`src/sswb_pkg.sv`:
```
// ----------------------------------------------------------------------------
// sswb_pkg
// Types and constants shared by the smoothstep window-to-byte core and its
// checker.
// ----------------------------------------------------------------------------
package sswb_pkg;

    // Configuration register indexes.
    localparam int CFG_IDX_W = 2;
    localparam logic [CFG_IDX_W-1:0] REG_WINDOW_LOW  = 2'd0;
    localparam logic [CFG_IDX_W-1:0] REG_WINDOW_HIGH = 2'd1;

    // The window ratio t is unsigned Q1.16, so 1.0 needs seventeen bits.
    localparam int T_FRAC = 16;
    localparam int T_W    = T_FRAC + 1;
    localparam logic [T_W-1:0] T_ONE = T_W'(1) << T_FRAC;

    // One quotient bit is resolved in each divider stage.
    localparam int DIV_STEPS = T_FRAC;

    // Polynomial 3 - 2t in Q2.16, and its product terms.
    localparam int POLY_W = T_FRAC + 2;
    localparam logic [POLY_W-1:0] POLY_THREE = POLY_W'(3) << T_FRAC;
    localparam int SQ_W   = 2 * T_W;
    // t*t*(3-2t) never exceeds 1.0 in Q.48.
    localparam int CUBE_W = 3 * T_FRAC + 1;
    localparam int SCALED_W = CUBE_W + 8;

    localparam int PIXEL_W = 8;

    // Decode, classify, limit check, divider, t select, two products, output.
    localparam int LATENCY = 3 + DIV_STEPS + 1 + 2 + 1;

    // Outcome of the window classification, carried beside the divider data.
    typedef struct packed {
        logic forced;   // t does not come from the divider
        logic one;      // forced t is 1.0, otherwise 0
    } sswb_flags_t;

endpackage

```
`src/smoothstep_window_to_byte_core.sv`:
```
// ----------------------------------------------------------------------------
// smoothstep_window_to_byte_core
// Window/level transfer with a smoothstep curve: one sample in, one byte out.
// ----------------------------------------------------------------------------
// The core takes one sample on every clock and returns its display byte,
// strobed by done for a single cycle. The window ratio comes from a
// sixteen-stage restoring divider that resolves one quotient bit per stage,
// followed by two registered multiplications. Busy stays low: the
// pipeline never stalls and the receiver must take every beat as it appears.
// Window registers are written through wr_en, wr_index and wr_data, and should
// only change while no sample is in flight.
module smoothstep_window_to_byte_core
    import sswb_pkg::*;
#(
    parameter int SAMPLE_BITS = 16
)
(
    input  logic                   clk,
    input  logic                   rst_n,
    input  logic                   start,
    output logic                   busy,
    input  logic [SAMPLE_BITS-1:0] sample,
    output logic                   done,
    output logic [PIXEL_W-1:0]     pixel_byte,
    input  logic                   wr_en,
    input  logic [CFG_IDX_W-1:0]   wr_index,
    input  logic [SAMPLE_BITS-1:0] wr_data
);

    localparam int N = SAMPLE_BITS;

    logic [N-1:0] window_low_reg;
    logic [N-1:0] window_high_reg;

    always_ff @(posedge clk or negedge rst_n)
    begin
        if (!rst_n)
        begin
            window_low_reg  <= '0;
            window_high_reg <= '1;
        end
        else if (wr_en)
        begin
            if (wr_index == REG_WINDOW_LOW)
            begin
                window_low_reg <= wr_data;
            end
            else if (wr_index == REG_WINDOW_HIGH)
            begin
                window_high_reg <= wr_data;
            end
        end
    end

    assign busy = 1'b0;

    logic accept;
    assign accept = start && !busy;

    // Valid bits for the fixed stages.
    logic v1_reg, v2_reg, vt_reg, vm1_reg, vm2_reg, done_reg;
    logic div_v_reg [0:DIV_STEPS];

    // Stage 1: signed differences.
    logic [N:0] num_reg;
    logic [N:0] den_reg;

    always_ff @(posedge clk)
    begin
        num_reg <= {1'b0, sample} - {1'b0, window_low_reg};
        den_reg <= {1'b0, window_high_reg} - {1'b0, window_low_reg};
    end

    // Stage 2: magnitudes and sign classification.
    logic [N:0]   num_mag;
    logic [N:0]   den_mag;
    logic [N-1:0] an_reg;
    logic [N-1:0] ad_reg;
    sswb_flags_t  flags2_next;
    sswb_flags_t  flags2_reg;

    always_comb
    begin
        num_mag = num_reg[N] ? (~num_reg + 1'b1) : num_reg;
        den_mag = den_reg[N] ? (~den_reg + 1'b1) : den_reg;
        flags2_next.forced = 1'b0;
        flags2_next.one    = 1'b0;
        priority if (den_reg == '0)
        begin
            // Equal edges: a hard threshold at the lower edge.
            flags2_next.forced = 1'b1;
            flags2_next.one    = !num_reg[N];
        end
        else if (num_reg == '0 || num_reg[N] != den_reg[N])
        begin
            flags2_next.forced = 1'b1;
        end
        else
        begin
            flags2_next.forced = 1'b0;
        end
    end

    always_ff @(posedge clk)
    begin
        an_reg     <= num_mag[N-1:0];
        ad_reg     <= den_mag[N-1:0];
        flags2_reg <= flags2_next;
    end

    // Stage 3: a ratio at or above one saturates; this loads the divider.
    logic [N-1:0]         div_r_reg     [0:DIV_STEPS];
    logic [N-1:0]         div_d_reg     [0:DIV_STEPS];
    logic [T_FRAC-1:0]    div_q_reg     [0:DIV_STEPS];
    sswb_flags_t          div_flags_reg [0:DIV_STEPS];
    sswb_flags_t          flags3_next;

    always_comb
    begin
        flags3_next = flags2_reg;
        if (!flags2_reg.forced && an_reg >= ad_reg)
        begin
            flags3_next.forced = 1'b1;
            flags3_next.one    = 1'b1;
        end
    end

    always_ff @(posedge clk)
    begin
        div_r_reg[0]     <= an_reg;
        div_d_reg[0]     <= ad_reg;
        div_q_reg[0]     <= '0;
        div_flags_reg[0] <= flags3_next;
    end

    // Restoring divider: the partial remainder stays below the divisor, so
    // each stage needs one compare and subtract of N+1 bits.
    genvar k;
    generate
        for (k = 0; k < DIV_STEPS; k++)
        begin : g_div
            logic [N:0] rem_shift;
            logic [N:0] rem_diff;
            logic       q_bit;

            always_comb
            begin
                rem_shift = {div_r_reg[k], 1'b0};
                rem_diff  = rem_shift - {1'b0, div_d_reg[k]};
                q_bit     = (rem_shift >= {1'b0, div_d_reg[k]});
            end

            always_ff @(posedge clk)
            begin
                div_r_reg[k+1]     <= q_bit ? rem_diff[N-1:0] : rem_shift[N-1:0];
                div_d_reg[k+1]     <= div_d_reg[k];
                div_q_reg[k+1]     <= {div_q_reg[k][T_FRAC-2:0], q_bit};
                div_flags_reg[k+1] <= div_flags_reg[k];
            end

            always_ff @(posedge clk or negedge rst_n)
            begin
                if (!rst_n)
                begin
                    div_v_reg[k+1] <= 1'b0;
                end
                else
                begin
                    div_v_reg[k+1] <= div_v_reg[k];
                end
            end
        end
    endgenerate

    // t select.
    logic [T_W-1:0] t_reg;
    sswb_flags_t    flags_out;

    assign flags_out = div_flags_reg[DIV_STEPS];

    always_ff @(posedge clk)
    begin
        if (flags_out.forced)
        begin
            t_reg <= flags_out.one ? T_ONE : '0;
        end
        else
        begin
            t_reg <= {1'b0, div_q_reg[DIV_STEPS]};
        end
    end

    // First product: t squared, alongside 3 - 2t.
    logic [SQ_W-1:0]   sq_reg;
    logic [POLY_W-1:0] poly_reg;

    always_ff @(posedge clk)
    begin
        sq_reg   <= SQ_W'(t_reg) * SQ_W'(t_reg);
        poly_reg <= POLY_THREE - {t_reg, 1'b0};
    end

    // Second product: t*t*(3-2t) in Q.48.
    logic [SQ_W+POLY_W-1:0] cube_full;
    logic [CUBE_W-1:0]      cube_reg;

    assign cube_full = (SQ_W+POLY_W)'(sq_reg) * (SQ_W+POLY_W)'(poly_reg);

    always_ff @(posedge clk)
    begin
        cube_reg <= cube_full[CUBE_W-1:0];
    end

    // Scale by 255 and keep the integer part.
    logic [SCALED_W-1:0] scaled;
    logic [PIXEL_W-1:0]  pixel_byte_reg;

    assign scaled = {cube_reg, 8'd0} - SCALED_W'(cube_reg);

    always_ff @(posedge clk)
    begin
        pixel_byte_reg <= scaled[3*T_FRAC +: PIXEL_W];
    end

    always_ff @(posedge clk or negedge rst_n)
    begin
        if (!rst_n)
        begin
            v1_reg       <= 1'b0;
            v2_reg       <= 1'b0;
            div_v_reg[0] <= 1'b0;
            vt_reg       <= 1'b0;
            vm1_reg      <= 1'b0;
            vm2_reg      <= 1'b0;
            done_reg     <= 1'b0;
        end
        else
        begin
            v1_reg       <= accept;
            v2_reg       <= v1_reg;
            div_v_reg[0] <= v2_reg;
            vt_reg       <= div_v_reg[DIV_STEPS];
            vm1_reg      <= vt_reg;
            vm2_reg      <= vm1_reg;
            done_reg     <= vm2_reg;
        end
    end

    assign done       = done_reg;
    assign pixel_byte = pixel_byte_reg;

endmodule

```
`config.mk`:
```
export PLATFORM = sky130hd
export DESIGN_NAME = smoothstep_window_to_byte_core
export DESIGN_NICKNAME = d
export VERILOG_FILES = /design/src/sswb_pkg.sv /design/src/smoothstep_window_to_byte_core.sv
export SDC_FILE = /design/constraint.sdc
export NUM_CORES = 2
export LEC_CHECK = 0
export BUFFER_PORTS_ARGS = -buffer_cell sky130_fd_sc_hd__buf_4
export CELL_PAD_IN_SITES_DETAIL_PLACEMENT = 1
export CELL_PAD_IN_SITES_GLOBAL_PLACEMENT = 1
export CORE_UTILIZATION = 48
export CTS_BUF_LIST = sky130_fd_sc_hd__clkbuf_8
export CTS_CLUSTER_DIAMETER = 50
export DETAILED_ROUTE_END_ITERATION = 8
export GPL_TIMING_DRIVEN = 0
export MAX_ROUTING_LAYER = met4
export PLACE_DENSITY = 0.85
export SYNTH_ARGS = -nofsm -noshare
export SYNTH_HDL_FRONTEND = slang
export SYNTH_SLANG_ARGS = --single-unit
```
`constraint.sdc`:
```
create_clock -name clk -period 5.79 [get_ports clk]
set_input_delay 0.579 -clock clk [delete_from_list [all_inputs] [get_ports clk]]
set_output_delay 0.579 -clock clk [all_outputs]
set_load 0.01 [all_outputs]
```
## Yosys cells after proc, flatten, opt, wreduce, memory -nomap -nowiden

Memory sizes are Yosys's and may differ from the RTL's.
Index checks and enable logic that the tools add are counted.

- $add $sub $neg: 22
- Multipliers: 2
- Order comparisons: 17
- Equality and inequality tests: 2
- Mux-type cells: 22
- Bitwise logic cells: 3
- Reductions and logical operators: 9

Operators with widths:

| cell | count |
|---|---|
| $mux 16 | 19 |
| $ge 17x16->1 | 16 |
| $sub 16x16->16 | 16 |
| $sub 56x49->56 | 1 |
| $mul 34x18->49 | 1 |
| $logic_not 17->1 | 2 |
| $mul 17x17->34 | 1 |
| $sub 16x16->17 | 2 |
| $add 16x1->16 const B | 2 |
| $not 16->16 | 2 |
| $sub 18x18->18 const A | 1 |
| $mux 17 | 1 |
| $ge 16x16->1 | 1 |
| $reduce_and 3->1 | 1 |
| $eq 2x1->1 const B | 1 |
| $logic_not 1->1 | 2 |
| $logic_not 2->1 | 1 |
| $mux 2 | 1 |
| $reduce_and 2->1 | 1 |
| $logic_and 1x1->1 | 1 |
| $logic_or 1x1->1 | 1 |
| $mux 1 | 1 |
| $ne 1x1->1 | 1 |
| $not 1->1 | 1 |

- Register bits: 249
- Memory bits (writable): 850
- Input bits: 38
- Output and inout port bits: 10
- Word-level logic and storage cells: 118
- Memories: 4

Memories:

| name | words | bits a word | rd ports | clocked after Yosys merged registers in | write ports | RTL line | source |
|---|---|---|---|---|---|---|---|
| div_d_reg | 17 | 16 | 16 | 0 | 17 | smoothstep_window_to_byte_core.sv:113 | `logic [N-1:0] div_d_reg [0:DIV_STEPS];` |
| div_q_reg | 17 | 16 | 17 | 0 | 17 | smoothstep_window_to_byte_core.sv:114 | `logic [T_FRAC-1:0] div_q_reg [0:DIV_STEPS];` |
| div_r_reg | 17 | 16 | 16 | 0 | 17 | smoothstep_window_to_byte_core.sv:112 | `logic [N-1:0] div_r_reg [0:DIV_STEPS];` |
| div_flags_reg | 17 | 2 | 17 | 0 | 17 | smoothstep_window_to_byte_core.sv:115 | `sswb_flags_t div_flags_reg [0:DIV_STEPS];` |

## Longest topological paths before layout

- Depth after elaboration: 3
- Mapped depth: 25
- Depth with buffers taken out: 23

## Least setup slack after synthesis

OpenSTA, ideal clock, no wires.

- Kind: reg-to-reg
- Start point: reg t_reg[7]
- End point: reg sq_reg[33]
- Library setup time: 0.079 ns
- Data arrival time: 6.062 ns
- Data required time: 5.711 ns
- Setup slack: -0.351 ns
- Cell stages (with the launch flop): 25
- Buffers on the path: 2
- Period minus slack after synthesis: 6.141 ns
- Cells stage by stage: dfxtp_1 > clkbuf_1 > clkbuf_1 > nand2_1 > fa_1 > inv_1 > fa_1 > inv_1 > fa_1 > fa_1 > inv_1 > fa_1 > inv_1 > fa_1 > inv_1 > ha_1 > nand3_1 > nor3_1 > o2111ai_1 > a21oi_1 > o2111ai_1 > nand2b_1 > a31oi_1 > or3_1 > o211ai_1

- Word-level cells in the longest chain between the ends: 1

Ends and longest elaborated chain:

| what | RTL line | source |
|---|---|---|
| start: declaration | smoothstep_window_to_byte_core.sv:176 | `logic [T_W-1:0] t_reg;` |
| start signal: assignment | smoothstep_window_to_byte_core.sv:185 | `t_reg <= flags_out.one ? T_ONE : '0;` |
| start signal: assignment | smoothstep_window_to_byte_core.sv:189 | `t_reg <= {1'b0, div_q_reg[DIV_STEPS]};` |
| $mul 17x17->34 | smoothstep_window_to_byte_core.sv:199 | `sq_reg <= SQ_W'(t_reg) * SQ_W'(t_reg);` |
| end signal: assignment | smoothstep_window_to_byte_core.sv:199 |  |
| end: declaration | smoothstep_window_to_byte_core.sv:194 | `logic [SQ_W-1:0] sq_reg;` |

No other way between the ends.
A chain may end at the register's enable or synchronous reset.

## Worst setup path after layout

- Start point: reg t_reg[5]
- End point: reg sq_reg[33]

The elaborated chain is that of the path after synthesis.

==> results.ini <==
[die]
die_w_um=367.4
num_rows=133
ioPinCount=48
start_util=0.4856
fp.dieArea_um2=135000
core_um2=132000
die_h_um=367.4

[worst_hold_path]
hold_end=num_reg[13]$_DFF_P_
hold_class=primary input to register
holdPathStages=3
hp-start=sample[13]

[yosys]
ys_top_cells_by_count=inv_1, dfxtp_1, fa_1
syn_avg_cell_area_um2=9.675
syn_nets=7933
synth_area_leaders=dfxtp_1, fa_1, ha_1, inv_1, xnor2_1
synth_top_area_share=0.2724
synth_warnings=0
async_flop_share=0.05933
syn_area_um2=64080
syn_inst=6624
ys_ff_latch=927
synth.most_common_cell=inv_1
yosys.area.top_type=dfxtp_1
synth-edff-count=0
ys.flop_type=dfxtp_1
ys_seq_area_frac=0.2942
yosysUniqueCellTypes=77

[clock_network]
clkSinkCount=927
cts_tree=yes
clk_path_buf_depth=3
cts_root_buf=clkbuf_8
cts_buffers=156
htreeDepth=4
clk_pin_slew_ns=0.08
insertion_delay_ns=0.94

[worst_setup_path]
crit_top_cell=fa_1
crit_chain=buf_4 -> and2_4 -> fa_2 -> buf_6 -> fa_1 -> inv_1 -> fa_1 -> inv_2 -> fa_1 -> inv_2 -> fa_1 -> inv_2 -> fa_1 -> ha_4 -> nand3_4 -> nor3_4 -> o2111ai_4 -> a21oi_4 -> o2111ai_4 -> nand2b_1 -> a31oi_2 -> or3_1 -> o211ai_1
worstPathBufferInverterCount=6
rrSetupSlack_ns=-1.05
slowest_stage=fa_1
critical_path_arrival_ns=7.64
cp-start-kind=register
cp_max_fo=4
critPathMaxStageDelay_ns=0.58
rr_endpoint=sq_reg[33]$_DFF_P_
crit_type=register to register
cp.required_ns=6.59
r2r-start=t_reg[5]$_SDFF_PP0_
critPathTopFamily=adder cells
cp-end-kind=register
reg2reg_depth=23

[final_layout]
fill_cells=14400
multi_input_area_um2=41340
drive_gt1_frac=0.1672
ff_latch_area_um2=19030
fin_nets=8326
area_growth_pct=16.21

[status]
violations=setup timing
status=finished, violations left

[drt]
wl_um=226900
first_iter_violations=3654
vias=51010
via_per_inst=5.728
ant_nets=0
detail_route.wl_per_cell_um=25.48
drt-pass1-iter-count=5
route.detailed.drc=0

[global_route]
grt-ovfl-total=0
grt_antenna_before_repair=7
grt_max_degree=56
grt_pass1_vias=56730
grt_pass1_wl_um=321100
grt_use_total=0.3143

[timing]
worst_pin_slew_ns=0.8660
fmaxAchievable_mhz=146.3
hold_viol_final=0
finalSetupTns_ns=-25.73
fin_crit_sh=1.181
slew_viol_final=0
relSlewSlack=0.4077
timing.hold.ws_ns=0.06129
clock_skew_ns=0.06720
setup_viol=49
setup_slack_ns=-1.046
finalCriticalPeriod_ns=6.836
rsz0062_at_grt=yes

[place]
portBuffers=46
gp_congestion=0.9786
dp.final_hpwl_um=143300

[job]
max-cap-violations=0

[logic make-up (layout without fill, tap and decap cells)]
logic type,count (synthesis),after routing,synth area share
AO/OA/AOI/OAI,833,833,0.08663
XOR/XNOR,320,320,0.04373
adder cells (fa/ha/maj),1271,1271,0.3269
buffers and inverters,1388,1904,0.08226
flip-flops,927,927,0.2942
multiplexers,228,228,0.03961
other,1,11,0.00005852
AND/OR/NAND/NOR,1656,1656,0.1266
[stage by stage]
step	instance area, um2	util	cells	setup WS [ns]
4_1_cts	73280	0.5553	8833	-0.6872
3_5_place_dp	66980	0.5076	8425	-1.534
5_1_grt	74460	0.5642	8899	-1.073
3_3_place_gp	66980	0.5076	8425	-1.355
6_report	74470	0.5643	8905	-1.046
2_1_floorplan	64440	-	6624	-0.1481
[per-layer routing]
layer | global-route usage | vias up | wire [um]
met4 | 0.1943 | 0 | 17880
met5 | - | - | 0
li1 | - | 21870 | -
met3 | 0.06044 | 1215 | 18320
met1 | 0.3278 | 25340 | 78990
met2 | 0.5453 | 2584 | 111700
[layout by cell type (no fill, tap or decap), types with 40 or more instances in the layout]
cell      instances
a21oi_1         159
nand2_1         529
and2_1          313
a21o_1          103
buf_4           199
dfxtp_1         813
dfxtp_4          40
nor3_1           91
o21ai_0         152
nor2b_1          82
a211oi_1         59
inv_1          1208
ha_1            566
clkbuf_8        215
nand2b_1         81
nand3_1          40
inv_2            46
xor2_1           53
o21a_1           57
nand4_1          50
nor2_1          281
xnor2_1         257
fa_1            640
mux2_2          205
[worst min-delay path: cells and delay by family]
family | cells | cell delay (ns)
xor+xnor | 1 | 0.09
fa+ha+maj | 1 | 0.21
buf+inv | 1 | 0.08
[repair_timing]
item,in CTS,in global routing
pin swaps,106,132
setup buffers,109,71
endpoints found under the setup margin,55,52
resized for setup,463,225
hold endpoints to repair,78,0
hold buffers,24,0
cloned,0,1
[worst max path at each step]
stage / startpoint / endpoint / slack, ns / depth (start not counted)
5_1_grt: t_reg[5]$_SDFF_PP0_ / sq_reg[33]$_DFF_P_ / -1.07 / 23
3_3_place_gp: poly_reg[5]$_DFF_P_ / cube_reg[45]$_DFF_P_ / -1.35 / 20
4_1_cts: sq_reg[7]$_DFF_P_ / cube_reg[46]$_DFF_P_ / -0.69 / 23
6_report: t_reg[5]$_SDFF_PP0_ / sq_reg[33]$_DFF_P_ / -1.05 / 23
2_1_floorplan: poly_reg[6]$_DFF_P_ / cube_reg[46]$_DFF_P_ / -0.15 / 23
3_5_place_dp: poly_reg[5]$_DFF_P_ / cube_reg[45]$_DFF_P_ / -1.53 / 20
[layout make-up]
class	count	share of cell area
flip-flops and latches	927	0.2555
clock buffers	191	0.03530
inverters	1227	0.06205
multi-input cells	4309	0.5552
well taps	1755	0.02949
clock inverters	90	0.01102
diodes	10	0.0003360
plain buffers	150	0.02307
repair buffers	246	0.02809
Power is left out: the tool's default activity adds up to more than one toggle a clock period on the data nets, which glitch-free logic cannot reach.
